===== config.mk =====
export PLATFORM = sky130hd
export DESIGN_NAME = lstk_ctrl
export DESIGN_NICKNAME = d
export VERILOG_FILES = /design/src/design/lstk_pkg.sv /design/src/design/lstk_ctrl.sv
export SDC_FILE = /design/constraint.sdc
export NUM_CORES = 1
export LEC_CHECK = 0
export ABC_AREA = 1
export BUFFER_PORTS_ARGS = -buffer_cell sky130_fd_sc_hd__buf_2
export CORE_MARGIN = 8
export CORE_UTILIZATION = 34
export DETAILED_ROUTE_END_ITERATION = 8
export PLACE_DENSITY = 0.56
export SLEW_MARGIN = 20
export SYNTH_ARGS = -nofsm -noshare
export SYNTH_HDL_FRONTEND = slang
export SYNTH_SLANG_ARGS = --single-unit

===== constraint.sdc =====
create_clock -name i_clk -period 10.6 [get_ports i_clk]
set_input_delay 0.53 -clock i_clk [delete_from_list [all_inputs] [get_ports i_clk]]
set_output_delay 0.53 -clock i_clk [all_outputs]
set_load 0.01 [all_outputs]

===== src/design/lstk_pkg.sv =====
// Shared types and constants for the record stack with key search.
// No dependencies; used by lstk_ctrl and lifo_stack_with_key_search.
package lstk_pkg;

    localparam int STACK_DEPTH = 64;
    localparam int ADDR_W      = $clog2(STACK_DEPTH);
    localparam int CNT_W       = $clog2(STACK_DEPTH + 1);
    localparam int KEY_W       = 37;
    localparam int VAL_W       = 64;
    localparam int TAG_W       = 8;
    localparam int COUNT_NOW_W = 7;

    typedef enum logic [1:0] {
        CMD_PUSH = 2'd0,
        CMD_POP  = 2'd1,
        CMD_SRCH = 2'd2
    } t_cmd;

    typedef enum logic [1:0] {
        ST_OK        = 2'd0,
        ST_EMPTY     = 2'd1,
        ST_FULL      = 2'd2,
        ST_NOT_FOUND = 2'd3
    } t_status;

    typedef enum logic [1:0] {
        S_IDLE = 2'd0,
        S_POP  = 2'd1,
        S_SRCH = 2'd2
    } t_state;

    typedef enum logic [1:0] {
        SRC_NONE = 2'd0,
        SRC_IN   = 2'd1,
        SRC_RAM  = 2'd2
    } t_rsrc;

    typedef struct packed {
        t_cmd                     command;
        logic [KEY_W-1:0]         entry_key;
        logic [KEY_W-1:0]         entry_second_key;
        logic signed [VAL_W-1:0]  entry_value;
        logic [TAG_W-1:0]         entry_tag;
    } t_in_beat;

    typedef struct packed {
        t_status                  status;
        logic [KEY_W-1:0]         rec_key;
        logic [KEY_W-1:0]         rec_second_key;
        logic signed [VAL_W-1:0]  rec_value;
        logic [TAG_W-1:0]         rec_tag;
        logic [COUNT_NOW_W-1:0]   count_now;
    } t_out_beat;

    typedef struct packed {
        logic [KEY_W-1:0]         key;
        logic [KEY_W-1:0]         second_key;
        logic signed [VAL_W-1:0]  value;
        logic [TAG_W-1:0]         tag;
    } t_rec;

    localparam int REC_W = $bits(t_rec);

    typedef struct packed {
        logic              we;
        logic              re;
        logic [ADDR_W-1:0] addr;
    } t_ram_req;

    typedef struct packed {
        logic             fire;
        t_status          status;
        t_rsrc            src;
        logic [CNT_W-1:0] count;
    } t_res_ctl;

endpackage


===== src/design/lstk_ctrl.sv =====
// Command sequencer: record count, RAM access and top-down key scan.
// Depends on lstk_pkg.
module lstk_ctrl (
    input  logic                     i_clk,
    input  logic                     i_rst_n,
    input  logic                     i_start,
    input  lstk_pkg::t_cmd           i_cmd,
    input  logic [lstk_pkg::KEY_W-1:0] i_key,
    input  logic [lstk_pkg::KEY_W-1:0] i_rd_key,
    output logic                     o_busy,
    output lstk_pkg::t_ram_req       o_ram,
    output lstk_pkg::t_res_ctl       o_res
);

    lstk_pkg::t_state                  r_state, n_state;
    logic [lstk_pkg::CNT_W-1:0]        r_count, n_count;
    logic [lstk_pkg::ADDR_W-1:0]       r_addr,  n_addr;
    logic [lstk_pkg::KEY_W-1:0]        r_want,  n_want;

    always_ff @(posedge i_clk) begin
        if (!i_rst_n) begin
            r_state <= lstk_pkg::S_IDLE;
            r_count <= '0;
        end else begin
            r_state <= n_state;
            r_count <= n_count;
        end
        r_addr <= n_addr;
        r_want <= n_want;
    end

    always_comb begin
        n_state      = r_state;
        n_count      = r_count;
        n_addr       = r_addr;
        n_want       = r_want;
        o_ram        = '0;
        o_res.fire   = 1'b0;
        o_res.status = lstk_pkg::ST_OK;
        o_res.src    = lstk_pkg::SRC_NONE;
        unique case (r_state)
            lstk_pkg::S_IDLE: begin
                if (i_start) begin
                    o_res.fire = 1'b1;
                    case (i_cmd)
                        lstk_pkg::CMD_PUSH: begin
                            if (r_count == lstk_pkg::CNT_W'(lstk_pkg::STACK_DEPTH)) begin
                                o_res.status = lstk_pkg::ST_FULL;
                            end else begin
                                o_ram.we  = 1'b1;
                                o_ram.addr = r_count[lstk_pkg::ADDR_W-1:0];
                                o_res.src = lstk_pkg::SRC_IN;
                                n_count   = r_count + 1'b1;
                            end
                        end
                        lstk_pkg::CMD_POP: begin
                            if (r_count == '0) begin
                                o_res.status = lstk_pkg::ST_EMPTY;
                            end else begin
                                o_res.fire = 1'b0;
                                n_count    = r_count - 1'b1;
                                o_ram.re   = 1'b1;
                                o_ram.addr = n_count[lstk_pkg::ADDR_W-1:0];
                                n_state    = lstk_pkg::S_POP;
                            end
                        end
                        lstk_pkg::CMD_SRCH: begin
                            if (r_count == '0) begin
                                o_res.status = lstk_pkg::ST_EMPTY;
                            end else begin
                                o_res.fire = 1'b0;
                                n_addr     = lstk_pkg::ADDR_W'(r_count - 1'b1);
                                n_want     = i_key;
                                o_ram.re   = 1'b1;
                                o_ram.addr = n_addr;
                                n_state    = lstk_pkg::S_SRCH;
                            end
                        end
                        default: begin
                        end
                    endcase
                end
            end
            lstk_pkg::S_POP: begin
                o_res.fire = 1'b1;
                o_res.src  = lstk_pkg::SRC_RAM;
                n_state    = lstk_pkg::S_IDLE;
            end
            lstk_pkg::S_SRCH: begin
                // read data belongs to r_addr; on a miss above entry 0 the next lower entry is fetched meanwhile
                if (i_rd_key == r_want) begin
                    o_res.fire = 1'b1;
                    o_res.src  = lstk_pkg::SRC_RAM;
                    n_state    = lstk_pkg::S_IDLE;
                end else if (r_addr == '0) begin
                    o_res.fire   = 1'b1;
                    o_res.status = lstk_pkg::ST_NOT_FOUND;
                    n_state      = lstk_pkg::S_IDLE;
                end else begin
                    n_addr     = r_addr - 1'b1;
                    o_ram.re   = 1'b1;
                    o_ram.addr = n_addr;
                end
            end
            default: begin
                n_state = lstk_pkg::S_IDLE;
            end
        endcase
        o_res.count = n_count;
    end

    assign o_busy = (r_state != lstk_pkg::S_IDLE);

endmodule


== Word-level counts from Yosys, hierarchy flattened ==
Cells that the tools add are included.
W data, S select, Z words.

* Add/subtract/negate cells: 3
* Equal/unequal tests: 15
* Multiplexer cells: 44
* Bitwise operators: 1
* Reduce and logical (&&, ||, !) cells: 10

{| class="wikitable"
|+ Operators by type and width
! cell !! number
|-
| $mux W7 || 7
|-
| $eq A37 B37 Y1 || 1
|-
| $mux W6 || 6
|-
| $pmux W7 S2 || 2
|-
| $pmux W6 S2 || 2
|-
| $mux W2 || 9
|-
| $pmux W2 S2 || 4
|-
| $mux W1 || 9
|-
| $ne A3 B3 Y1 const B || 3
|-
| $mux W8 || 1
|-
| $ne A2 B2 Y1 const B || 4
|-
| $add A7 B1 Y7 const B || 1
|-
| $eq A7 B7 Y1 const B || 1
|-
| $logic_not A7 Y1 || 1
|-
| $sub A7 B1 Y7 const B || 1
|-
| $logic_not A6 Y1 || 1
|-
| $pmux W2 S3 || 1
|-
| $reduce_and A6 Y1 || 1
|-
| $sub A6 B1 Y6 const B || 1
|-
| $mux W5 || 1
|-
| $reduce_and A5 Y1 || 1
|-
| $eq A2 B1 Y1 const B || 2
|-
| $eq A2 B2 Y1 const B || 2
|-
| $logic_not A2 Y1 || 2
|-
| other kinds (8) || 9
|}

* Bits in registers: 52
* Input bits: 79

== Depth between registers and ports, before layout ==
* Depth after elaboration: 5
* Mapped depth: 11
* Gate-level depth less buffers: 11

== Worst setup path after synthesis ==
Ideal clock, no wire load.

* Kind: register to register
* Start: register r_count[0] in the netlist's numbering
* End: register r_want[0] in the netlist's numbering, enable pin
* Data arrival time: 3504 ps
* Setup slack: 6619 ps
* Stages on the path, launching flop included: 6
* Clock period less this slack: 3981 ps
* Cells stage by stage: dfxtp_1 > inv_1 > ha_1 > nand4_4 > nor2_8 > nor3_1

* Longest elaborated chain between the ends: 3

{| class="wikitable"
|+ RTL lines
! element !! line !! text
|-
| start: declaration || lstk_ctrl.sv:16 || <nowiki>logic [lstk_pkg::CNT_W-1:0] r_count, n_count;</nowiki>
|-
| start signal: assignment || lstk_ctrl.sv:26 || <nowiki>r_count <= n_count;</nowiki>
|-
| $logic_not A7 Y1 || lstk_ctrl.sv:68 || <nowiki>if (r_count == '0) begin</nowiki>
|-
| $not A1 Y1 (no line) || -- ||
|-
| $reduce_and A4 Y1 (no line) || -- ||
|-
| end signal: assignment || lstk_ctrl.sv:29 || <nowiki>r_want <= n_want;</nowiki>
|-
| end: declaration || lstk_ctrl.sv:18 || <nowiki>logic [lstk_pkg::KEY_W-1:0] r_want, n_want;</nowiki>
|}

No other way between the ends.
A chain may end at the register's enable or synchronous reset.

==> results.md <==
* Setup Skew at 0.00730 ns
* # diodes at 0
* # clock sinks at 52
* Top Layer Used: met4
* Port Buffer Count at between 90 and 100
* Bufs and invs on worst path at 3
* Worst VDD drop at ~0.054 mV
* Most frequent cell after synthesis: nand2_1
* Vias in the first global route at 2733
* Dominant synthesized flop cell: edfxtp_1
* Final HPWL DP at 6.41 mm
* Worst Path Required at just over 10 ns
* Async SR Flop Fraction at 0
* FF-to-FF Start: r_state[1]
* Status: complete, no violations
* Top cell type's share of synthesized area at 0.411
* Post-synth cell types at 35
* Antenna Nets Post-Route at 0
* Total GRT Usage at 0.126
* Post-Syn Instances at 379
* Wl on met1 at roughly 3.6 mm
* Root Buffer: clkbuf_8
* Largest cells by area after synthesis: edfxtp_1, nand2_1, inv_1, dfxtp_1, nor2_1
* Drt total wl at between 7 and 8 mm
* Mapped cell area at 3140 sq um
* Post-cts hold buffer count at 0
* RSZ-0062 raised after global routing: false
* Post-synth top area cell: edfxtp_1
* Startpoint Class: flip-flop
* DRT iter0 DRCs at around 110
* Hold Crit Class: input pin to flip-flop
* Met2 routed WL at 3.64 mm
* Syn-to-layout area delta at 23.2%
* Row cnt at 35
* Number of vias per cell at 4.48
* Period Utilization, post-route at 0.264
* Synth Area in Compound Gates at 0.0768
* WL met3 at slightly above 400 microns
* Critical-path cell list: inv_1, nor2_1, inv_1, a21oi_1, o21ai_0, o21ai_0, buf_2
* Global-route wire length before repair at around 13 mm
* Largest family of logic cells by synthesized area: simple AND/OR/NAND/NOR gates
* CTS resizes at 0
* Fmax at between 300 and 400 MHz
* Mux contribution to synthesized area at 0
* Inserted Clock Buffers at 5
* DR WL/cell at between 10 and 15 microns
* Worst path max stage delay at 0.55 ns
* Drt first pass iters at 4
* Die width at 112 microns
* Synth Register Bits at 52
* Xor-xnor portion of the synthesized cell area at 0.0669
* Post-synthesis adder-cell area fraction at 0.0398
* Mapped Nets at 468
* CTS H-tree lvls at 2
* LEAKAGE at around 0.0019 uW
* I/O Pins at 100
* Clk Latency, worst-skew pair at around 0.31 ns
* DR vias at 2674
* Number of max-cap violations at 0
* Top cells by count, synth: nand2_1, inv_1, edfxtp_1
* Simple-gate share of the synthesized area at 0.262
* Final TNS setup at 0 ns
* Final hold violation count at 0
* Largest net degree at the start of global routing at 21
* Placed Area at about 3800 sq um
* Worst-case clock buffer depth at 2
* Worst Path Arrival at 2.27 ns
* DIE HEIGHT at 112 microns
* DRC viols at 0
* Fin area at 3870 sq um
* Die area at 12600 sq um
* Core box area at ~9100 sq um
* CP Launch Point: r_state[1]
* CTS tree: done
* Fin crit period at 2.80 ns
* Max Fanout on Critical Path at 12
* Worst slew pin tran at 0.713 ns
* Top delay family on crit path: simple AND/OR/NAND/NOR gates
* Mean Syn Cell Area at 8.30 sq um
* Setup violators final at 0
* Hold path startpoint: i_key[32]
* Post-synth EDFFs at 43
* Rel. slew slack at 0.523
* GP Congestion at 0.870
* Critical path's slowest cell: nor2_1
* CP Class: flip-flop to output pin
* Clock transition at path regs at 0.10 ns
* Overflow after GRT at 0
* Final net count at 574
* Synthesis Warnings at 0
* Register area share after synthesis at 0.468
* Initial Util at 0.345
* Slew Viols, Final at 0
* CP endpoint kind: output pin
* Initial antenna violation count at 0
* Power density over the cells at 120 nW/um^2
* Layout cells sized above 1 at 0.276
* Setup bufs post-CTS at 0
==> registers in the layout (all words and copies together), names as in the netlist <==
| register | flops |
|---|---|
| r_addr | 6 |
| r_want | 37 |
| r_state | 2 |
| r_count | 7 |
==> per-layer routing <==
| layer | vias up | global-route usage |
|---|---|---|
| li1 | 1424 | - |
| met1 | 1160 | 0.155 |
| met2 | 82 | 0.212 |
| met3 | 8 | 0.0301 |
| met4 | 0 | 0.0450 |
| met5 | - | 0 |
==> where the power goes <==
part | switching (uW) | leakage (uW) | internal, uW | total (uW)
registers | 6.49 | 0.000462 | 232 | 239
clock network | 68.8 | 0.0000414 | 47.2 | 116
logic | 64.8 | 0.00139 | 44.2 | 109
==> logic make-up after synthesis <==
family / after synthesis
AND/OR/NAND/NOR: 186
buffers and inverters: 68
flip-flops: 52
AO/OA/AOI/OAI: 39
XOR/XNOR: 24
adder cells (fa/ha/maj): 10
==> layout by cell type, fill, tap and decap left out, drive strengths merged, types with 2 or more instances in the layout <==
cell type | netlist | final
nand2 | 108 | 108
buf | 1 | 101
inv | 66 | 66
nor2 | 47 | 47
edfxtp | 43 | 43
nand3 | 19 | 19
o21ai | 17 | 17
xor2 | 12 | 12
xnor2 | 12 | 12
ha | 10 | 10
dfxtp | 9 | 9
a21oi | 9 | 9
o22ai | 6 | 6
clkbuf | 1 | 6
nand4 | 5 | 5
o211ai | 4 | 4
nor3 | 4 | 4
nand3b | 2 | 2
o21bai | 2 | 2
==> worst paths after layout <==
check                                  end  slack [ns]  depth (start not counted)
worst max-delay path              o_ram[5]        7.80                          7
worst min-delay path            r_want[32]        0.39                          1
worst max register to register   r_addr[4]        8.46                          6
worst min register to register  r_count[1]        0.57                          2
==> worst register-to-register path, stage by stage, from the launching register on <==
cell and delay (ns):
dfxtp_1 0.36, inv_1 0.08, nor2_1 0.55, inv_1 0.29
a21oi_1 0.22, nand3_1 0.12, inv_1 0.21
==> metrics by stage <==
stage	setup WS (ns)	hold slack [ns]	instances	utilization	total power, uW
6_report	7.80	0.388	597	0.425	463
3_5_place_dp	8.12	0.556	589	0.415	353
4_1_cts	7.82	0.377	597	0.425	470
2_1_floorplan	6.62	0.515	379	-	312
5_1_grt	7.58	0.368	597	0.425	491
3_3_place_gp	8.20	0.558	589	0.415	351
==> area by class of cell <==
class                      instances  area [sq um]
fill                             930          5240
clock inverter                     2          16.3
inverter                          66           258
clock buffer                       6          72.6
multi-input combinational        259          1410
tap                              111           139
timing repair buffer             101           510
sequential                        52          1470
Power figures use the tool's default switching activity.
