### src/design/lstk_ram.sv
// Generic single-port synchronous RAM with registered read.
// No dependencies.
module lstk_ram #(
    parameter int WIDTH = 8,
    parameter int DEPTH = 64
) (
    input  logic                     i_clk,
    input  logic                     i_we,
    input  logic                     i_re,
    input  logic [$clog2(DEPTH)-1:0] i_addr,
    input  logic [WIDTH-1:0]         i_wdata,
    output logic [WIDTH-1:0]         o_rdata
);

    logic [WIDTH-1:0] r_mem [DEPTH];
    logic [WIDTH-1:0] r_rdata;

    always_ff @(posedge i_clk) begin
        if (i_we) begin
            r_mem[i_addr] <= i_wdata;
        end
        if (i_re) begin
            r_rdata <= r_mem[i_addr];
        end
    end

    assign o_rdata = r_rdata;

endmodule

### config.mk
export PLATFORM = sky130hd
export DESIGN_NAME = lstk_ram
export DESIGN_NICKNAME = d
export VERILOG_FILES = /design/src/design/lstk_ram.sv
export SDC_FILE = /design/constraint.sdc
export NUM_CORES = 1
export LEC_CHECK = 0
export BUFFER_PORTS_ARGS = -buffer_cell sky130_fd_sc_hd__buf_2
export CAP_MARGIN = 20
export CORE_MARGIN = 5
export CORE_UTILIZATION = 70
export CTS_BUF_LIST = sky130_fd_sc_hd__clkbuf_8
export CTS_CLUSTER_DIAMETER = 60
export CTS_CLUSTER_SIZE = 14
export DETAILED_ROUTE_END_ITERATION = 10
export PLACE_DENSITY = 0.92
export SLEW_MARGIN = 20
export SYNTH_ARGS = -nofsm -noshare
export SYNTH_HDL_FRONTEND = slang
export SYNTH_SLANG_ARGS = --single-unit
### constraint.sdc
create_clock -name i_clk -period 4.3 [get_ports i_clk]
set_clock_uncertainty 0.1 [all_clocks]
set_input_delay 0.86 -clock i_clk [delete_from_list [all_inputs] [get_ports i_clk]]
set_output_delay 0.86 -clock i_clk [all_outputs]
set_load 0.01 [all_outputs]
Word-level counts from Yosys, hierarchy flattened
Memory sizes are Yosys's and may differ from the RTL's. A register that Yosys moved wholly into a read port is not among the register bits.
Cells that the tools add are included.
- mux-type cells: 2
- operators with widths (cell ; number):
    2-to-1 mux 1 bit ; 2
- output and inout port bits: 8
- logic and storage cells: 3
- memories kept: 1
- RAM bits: 512
- register bits after elaboration: 0
- memories (memory ; depth ; bits a word ; rd ports ; clocked after Yosys merged registers in ; write ports ; RTL line ; RTL):
    r_mem ; 64 ; 8 ; 1 ; 1 ; 1 ; 15 ; logic [WIDTH-1:0] r_mem [DEPTH];

Longest topological paths before layout
Gate-level depths: netlist (run 1).
- word-level depth: 2
- depth in mapped cells: 10

Worst setup path after synthesis (run 1)
Ideal clock, no wire load.
- kind: input-to-reg
- start point: input i_addr[1]
- end point: memory r_mem[13][0] (enable)
- setup time: 0.370 ns
- data required time: 3.830 ns
- arrival: 2.588 ns
- stages: 7
- setup slack: 1.241 ns
- buffers on the path: 4
- path through: buf_6 > buf_6 > nor2b_1 > clkbuf_1 > clkbuf_1 > nand3_1 > nor2_1
- RTL lines (item ; RTL line ; RTL):
    start: declaration ; 10 ; input logic [$clog2(DEPTH)-1:0] i_addr,
    end: declaration ; 15 ;
No word-level cell before the write port.

Worst setup path after layout (run 1)
- start point: input i_addr[1]
- end point: memory r_mem[30][6] (enable)
No word-level cell before the write port.

==> impl_metrics.env, run 1 <==
export IMPL_maxCapViolations=0
export IMPL_syn_to_final_growth_pct=7.23
export IMPL_synthFlopType="edfxtp_1"
export IMPL_start_util_pct=71.1
export IMPL_cts_tree="yes"
export IMPL_netlist_area_um2=20500
export IMPL_hold_buffers=0
export IMPL_cts_htree_levels=2
export IMPL_synth_commonest_cells="edfxtp_1, nor2_1, mux2i_1"
export IMPL_crit_path_start_kind="input port"
export IMPL_crit_buf_inv=3
export IMPL_sequentialPowerShare_pct=65.1
export IMPL_synth_area_leader_cell="edfxtp_1"
export IMPL_gp_congestion=0.967
export IMPL_cts_buffer_depth=3
export IMPL_rsz0062_at_grt="false"
export IMPL_grt_usage_pct=31.7
export IMPL_vdd_ir_drop_max_mv=0.198
export IMPL_synthCells=1171
export IMPL_cts_resized=0
export IMPL_cts_reportedPaths_clkPinSlew_ns=0.10
export IMPL_cpLargestDelayFamily="simple AND/OR/NAND/NOR gates"
export IMPL_power_density_nw_per_um2=393
export IMPL_synth_warnings=0
export IMPL_p_total_uw=8640
export IMPL_fmax_mhz=281
export IMPL_grt_max_degree=69
export IMPL_routedWlPerCell_um=32.2
export IMPL_first_pass_iters=7
export IMPL_yosysTopAreaCellShare_pct=76.1
export IMPL_worst_pin_slew_ns=1.08
export IMPL_drt_total_wl_um=52500
export IMPL_outcome="finished clean"
export IMPL_max_stage_delay_ns=0.82
export IMPL_dp_hpwl_um=32200
export IMPL_synth_avg_cell_area_um2=17.5
export IMPL_nNetsFinal=1258
export IMPL_cp_arrival_ns=3.66
export IMPL_async_flop_share_pct=0
export IMPL_fin_crit_ns=3.56
export IMPL_finish_instance_area_um2=22000
export IMPL_ys_top_cells_by_area="edfxtp_1, mux4_2, mux2i_1"
export IMPL_synth_most_common_cell="edfxtp_1"
export IMPL_hp_class="in -> reg"
export IMPL_n_fill_cell=1450
export IMPL_cts_buffers=43
export IMPL_sw_frac_of_total_pct=22.0
export IMPL_placed_area_um2=21400
export IMPL_leakage_uw=0.00708
export IMPL_clockRootBuffer="clkbuf_8"
export IMPL_vias_per_cell=7.69
export IMPL_remaining_drc_errors=0
export IMPL_cts_sinks=520
export IMPL_crit_chain="buf_4 > buf_4 > nor2b_1 > buf_4 > nand3_1 > nor2_1"
export IMPL_die_area_um2=32900
export IMPL_min_path_cells=1
export IMPL_die_width_um=181
export IMPL_drv_slew=0
export IMPL_syn_num_nets=1188
export IMPL_path_common_cell="buf_4"
export IMPL_drtIter0Drc=2386
export IMPL_grt_pass1_vias=12100
export IMPL_path_depth=6
export IMPL_ys_seq_area_share_pct=76.1
export IMPL_clk_latency_ns=0.59
export IMPL_critPathRequiredTime_ns=4.40
export IMPL_crit_path_end_kind="flop"
export IMPL_synth_edff_count=520
export IMPL_tns_ns=0
export IMPL_cpMaxStageDelayCell="nor2_1"
export IMPL_ant_nets=0
export IMPL_path_max_fanout=38
export IMPL_timing_final_crit_share_pct=82.9
export IMPL_critPathKind="in -> reg"
export IMPL_drive_gt1_share_pct=16.7
export IMPL_diodes=0
export IMPL_ff2ff_setup_slack_ns=1.76
export IMPL_die_h_um=181
export IMPL_vias=12500
export IMPL_row_count=62
export IMPL_antenna_found_initial=0
export IMPL_pwr_share_comb_pct=6.8
export IMPL_p_int_uw=6740
export IMPL_synth_seq_cells=520
export IMPL_cts_setup_buffers=0
export IMPL_core_um2=28900
export IMPL_slew_headroom_pct=27.5
export IMPL_power_share_clock_pct=28.1
export IMPL_setup_viol=0
export IMPL_p_switching_uw=1900
export IMPL_synth_distinct_cells=55
export IMPL_io_pins=25
export IMPL_hold_viol_final=0
export IMPL_io_buffers=24
export IMPL_grt_ovfl_total=0
export IMPL_grt_pass1_wl_um=77400
export IMPL_r2r_cells=5
[cells by family after synthesis]
family	share of synthesized area, %
buffers and inverters	1.97
AOI/OAI and AO/OA	8.04
DFF	76.1
muxes	8.23
and+or+nand+nor	5.69
[stage by stage]
| stage | util (%) | hold WS [ns] | setup WS (ns) | cells |
|---|---|---|---|---|
| 2_1_floorplan | - | 0.539 | 1.24 | 1171 |
| 3_3_place_gp | 74.0 | 0.654 | 0.438 | 1580 |
| 3_5_place_dp | 74.0 | 0.684 | 0.373 | 1580 |
| 4_1_cts | 76.2 | 0.539 | 0.885 | 1627 |
| 5_1_grt | 76.3 | 0.548 | 0.770 | 1627 |
| 6_report | 76.3 | 0.557 | 0.736 | 1627 |
[power by group through the flow]
stage	logic [µW]	clock network (µW)	registers, µW
final	584	2430	5630
after global routing	598	2620	5630
after CTS	556	2420	5630
after detailed placement	550	0	5750
after global placement	526	0	5740
after floorplan	305	0	5740
[placed cells by master (no fill, tap or decap), types with 7 or more instances in the layout]
| master | count |
|---|---|
| a21oi_1 | 28 |
| a221o_1 | 11 |
| a221oi_1 | 21 |
| a22o_1 | 10 |
| a22oi_1 | 40 |
| a31oi_1 | 15 |
| a32oi_1 | 7 |
| and2_1 | 9 |
| and3_1 | 9 |
| buf_2 | 17 |
| buf_4 | 88 |
| clkbuf_8 | 45 |
| edfxtp_1 | 520 |
| mux2_1 | 7 |
| mux2i_1 | 63 |
| mux4_2 | 41 |
| nand2_1 | 45 |
| nand2b_1 | 24 |
| nand3_1 | 8 |
| nand3b_1 | 12 |
| nor2_1 | 81 |
| nor2b_1 | 8 |
| o21ai_0 | 9 |
| o221ai_1 | 9 |
| o22a_1 | 11 |
| o22ai_1 | 22 |
| o2bb2ai_1 | 7 |
[path summary, 6_finish.rpt]
| check | from | end |
|---|---|---|
| hold / removal | i_re | o_rdata[6]$_DFFE_PP_ |
| setup / recovery | i_addr[1] | r_mem[30][6]$_DFFE_PP_ |
| setup reg to reg | r_mem[0][7]$_DFFE_PP_ | o_rdata[7]$_DFFE_PP_ |
| hold reg to reg | r_mem[3][2]$_DFFE_PP_ | o_rdata[2]$_DFFE_PP_ |
[final cells by class]
class	instances	area, µm²	area share (%)
inverter	3	11.3	0.0512
timing repair buffer	106	757	3.44
clock inverter	2	20.0	0.0909
tap	384	480	2.18
multi-input combinational	567	4510	20.5
sequential	520	15600	70.9
clock buffer	45	619	2.81
[registers in the layout, indices dropped and copies added, names as in the netlist]
signal and count:
r_mem 512, o_rdata 8
[layer usage]
metal,GRT usage [%],part of all wire [%]
met1,42.9,32
met2,49.2,46
met3,9.67,16
met4,13.0,5.7
met5,0,0
Note: power is estimated with default switching activity, not from simulation.
==> run 2, diff against run 1 <==
--- a/config.mk
+++ b/config.mk
@@ -8,12 +8,12 @@
 export BUFFER_PORTS_ARGS = -buffer_cell sky130_fd_sc_hd__buf_2
 export CAP_MARGIN = 20
 export CORE_MARGIN = 5
-export CORE_UTILIZATION = 70
+export CORE_UTILIZATION = 59
 export CTS_BUF_LIST = sky130_fd_sc_hd__clkbuf_8
 export CTS_CLUSTER_DIAMETER = 60
 export CTS_CLUSTER_SIZE = 14
 export DETAILED_ROUTE_END_ITERATION = 10
-export PLACE_DENSITY = 0.92
+export PLACE_DENSITY = 0.83
 export SLEW_MARGIN = 20
 export SYNTH_ARGS = -nofsm -noshare
 export SYNTH_HDL_FRONTEND = slang
==> constraint.sdc (replaced) <==
create_clock -name i_clk -period 3 [get_ports i_clk]
set_clock_uncertainty 0.1 [all_clocks]
set_input_delay 0.6 -clock i_clk [delete_from_list [all_inputs] [get_ports i_clk]]
set_output_delay 0.6 -clock i_clk [all_outputs]
set_load 0.01 [all_outputs]
==> run 2 against run 1 <==
Clock power is 42% higher. Utilization is 9.7 points lower. Design area is 4.2% higher. Via count is 2.3% lower. Sequential power is 43% higher. Register-to-register slack worse by 1.3 ns. Global-route usage is 5.4 points lower.
==> impl_metrics.env, run 2 (synthesis gave the netlist of run 1 again) <==
export IMPL_routedWlPerCell_um=28.5
export IMPL_drtIter0Drc=2047
export IMPL_hp_class="in -> reg"
export IMPL_cpMaxStageDelayCell="or4b_1"
export IMPL_first_pass_iters=6
export IMPL_grt_ovfl_total=0
export IMPL_cts_resized=0
export IMPL_tns_ns=0
export IMPL_core_um2=34500
export IMPL_fin_crit_ns=2.59
export IMPL_clk_latency_ns=0.59
export IMPL_crit_path_start_kind="input port"
export IMPL_vias_per_cell=6.82
export IMPL_crit_path_end_kind="flop"
export IMPL_hold_buffers=0
export IMPL_cts_buffer_depth=3
export IMPL_fmax_mhz=387
export IMPL_remaining_drc_errors=0
export IMPL_grt_max_degree=65
export IMPL_cts_reportedPaths_clkPinSlew_ns=0.09
export IMPL_path_common_cell="buf_4"
export IMPL_crit_chain="buf_4 > buf_12 > nand2b_1 > buf_4 > o22ai_1 > o31ai_1 > o2111ai_1 > or4b_1"
export IMPL_cts_setup_buffers=0
export IMPL_rsz0062_at_grt="false"
export IMPL_path_max_fanout=44
export IMPL_max_stage_delay_ns=0.54
export IMPL_die_area_um2=38600
export IMPL_critPathRequiredTime_ns=3.22
export IMPL_finish_instance_area_um2=22900
export IMPL_largest_reg_flops=512
export IMPL_antenna_found_initial=1
export IMPL_syn_to_final_growth_pct=11.8
export IMPL_power_density_nw_per_um2=542
export IMPL_grt_pass1_vias=12000
export IMPL_vdd_ir_drop_max_mv=0.308
export IMPL_start_util_pct=59.6
export IMPL_placed_area_um2=22300
export IMPL_leakage_uw=0.00759
export IMPL_worst_pin_slew_ns=0.951
export IMPL_vias=12200
export IMPL_cts_sinks=520
export IMPL_critPathKind="in -> reg"
export IMPL_drive_gt1_share_pct=22.7
export IMPL_die_h_um=197
export IMPL_outcome="finished clean"
export IMPL_nNetsFinal=1353
export IMPL_slew_headroom_pct=36.6
export IMPL_drv_slew=0
export IMPL_row_count=68
export IMPL_cts_tree="yes"
export IMPL_maxCapViolations=0
export IMPL_grt_usage_pct=26.3
export IMPL_final_common_cell="edfxtp_1"
export IMPL_cts_buffers=43
export IMPL_final_cell_mix="edfxtp_1, buf_4, nor2_1"
export IMPL_cts_htree_levels=2
export IMPL_ant_nets=0
export IMPL_setup_viol=0
export IMPL_cp_arrival_ns=2.81
export IMPL_largest_register="r_mem"
export IMPL_clockRootBuffer="clkbuf_8"
export IMPL_io_pins=25
export IMPL_die_width_um=197
export IMPL_drt_total_wl_um=51100
export IMPL_gp_congestion=0.968
export IMPL_hold_viol_final=0
export IMPL_io_buffers=24
export IMPL_timing_final_crit_share_pct=86.2
export IMPL_grt_pass1_wl_um=75400
export IMPL_dp_hpwl_um=34300
[run 2: layer usage]
layer,vias to the layer above,share of wire [%],track usage [%]
li1,5041,-,-
met1,6054,36,36.3
met2,941,47,41.1
met3,184,13,6.44
met4,0,4.9,10.5
met5,-,0,0
[run 2: path summary, 6_finish.rpt]
path                                              from                     end  depth (start not counted)  slack (ns)
worst max register to register   r_mem[2][7]$_DFFE_PP_    o_rdata[7]$_DFFE_PP_                          5        0.49
worst min-delay path                        i_wdata[7]  r_mem[47][7]$_DFFE_PP_                          1        0.23
worst min register to register  r_mem[34][7]$_DFFE_PP_    o_rdata[7]$_DFFE_PP_                          3        0.74
worst max-delay path                         i_addr[1]    o_rdata[7]$_DFFE_PP_                          8        0.41
[run 2: power breakdown]
| group | switching [µW] | leakage [µW] | total, µW | internal [µW] |
|---|---|---|---|---|
| clock network | 2110 | 0.000330 | 3460 | 1350 |
| registers | 18.3 | 0.00469 | 8060 | 8050 |
| logic | 576 | 0.00257 | 907 | 331 |
[run 2: through the flow]
| step | power, µW | utilization, % | hold slack [ns] | std cells | setup WS, ns |
|---|---|---|---|---|---|
| 3_5_place_dp | 9110 | 64.7 | 0.668 | 1746 | -0.106 |
| 2_1_floorplan | 8670 | - | 0.539 | 1171 | 0.201 |
| 6_report | 12400 | 66.6 | 0.229 | 1793 | 0.415 |
| 3_3_place_gp | 9080 | 64.7 | 0.627 | 1746 | -0.0754 |
| 4_1_cts | 12400 | 66.6 | 0.210 | 1792 | 0.518 |
| 5_1_grt | 12800 | 66.6 | 0.204 | 1792 | 0.376 |
[run 2: layout make-up]
| cell class | count | area (µm²) |
|---|---|---|
| diodes | 1 | 2.50 |
| clock buffers | 45 | 619 |
| clock inverters | 1 | 16.3 |
| fillers | 2191 | 11500 |
| inverters | 3 | 11.3 |
| multi-input cells | 567 | 4510 |
| flip-flops and latches | 520 | 15600 |
| well taps | 455 | 569 |
| repair buffers | 201 | 1600 |
[run 2: worst max-delay path, delay by kind of cell]
kind	cells	cell delay (ns)
buffers and inverters	3	0.67
AOI/OAI and AO/OA	3	0.79
and+or+nand+nor	2	0.72
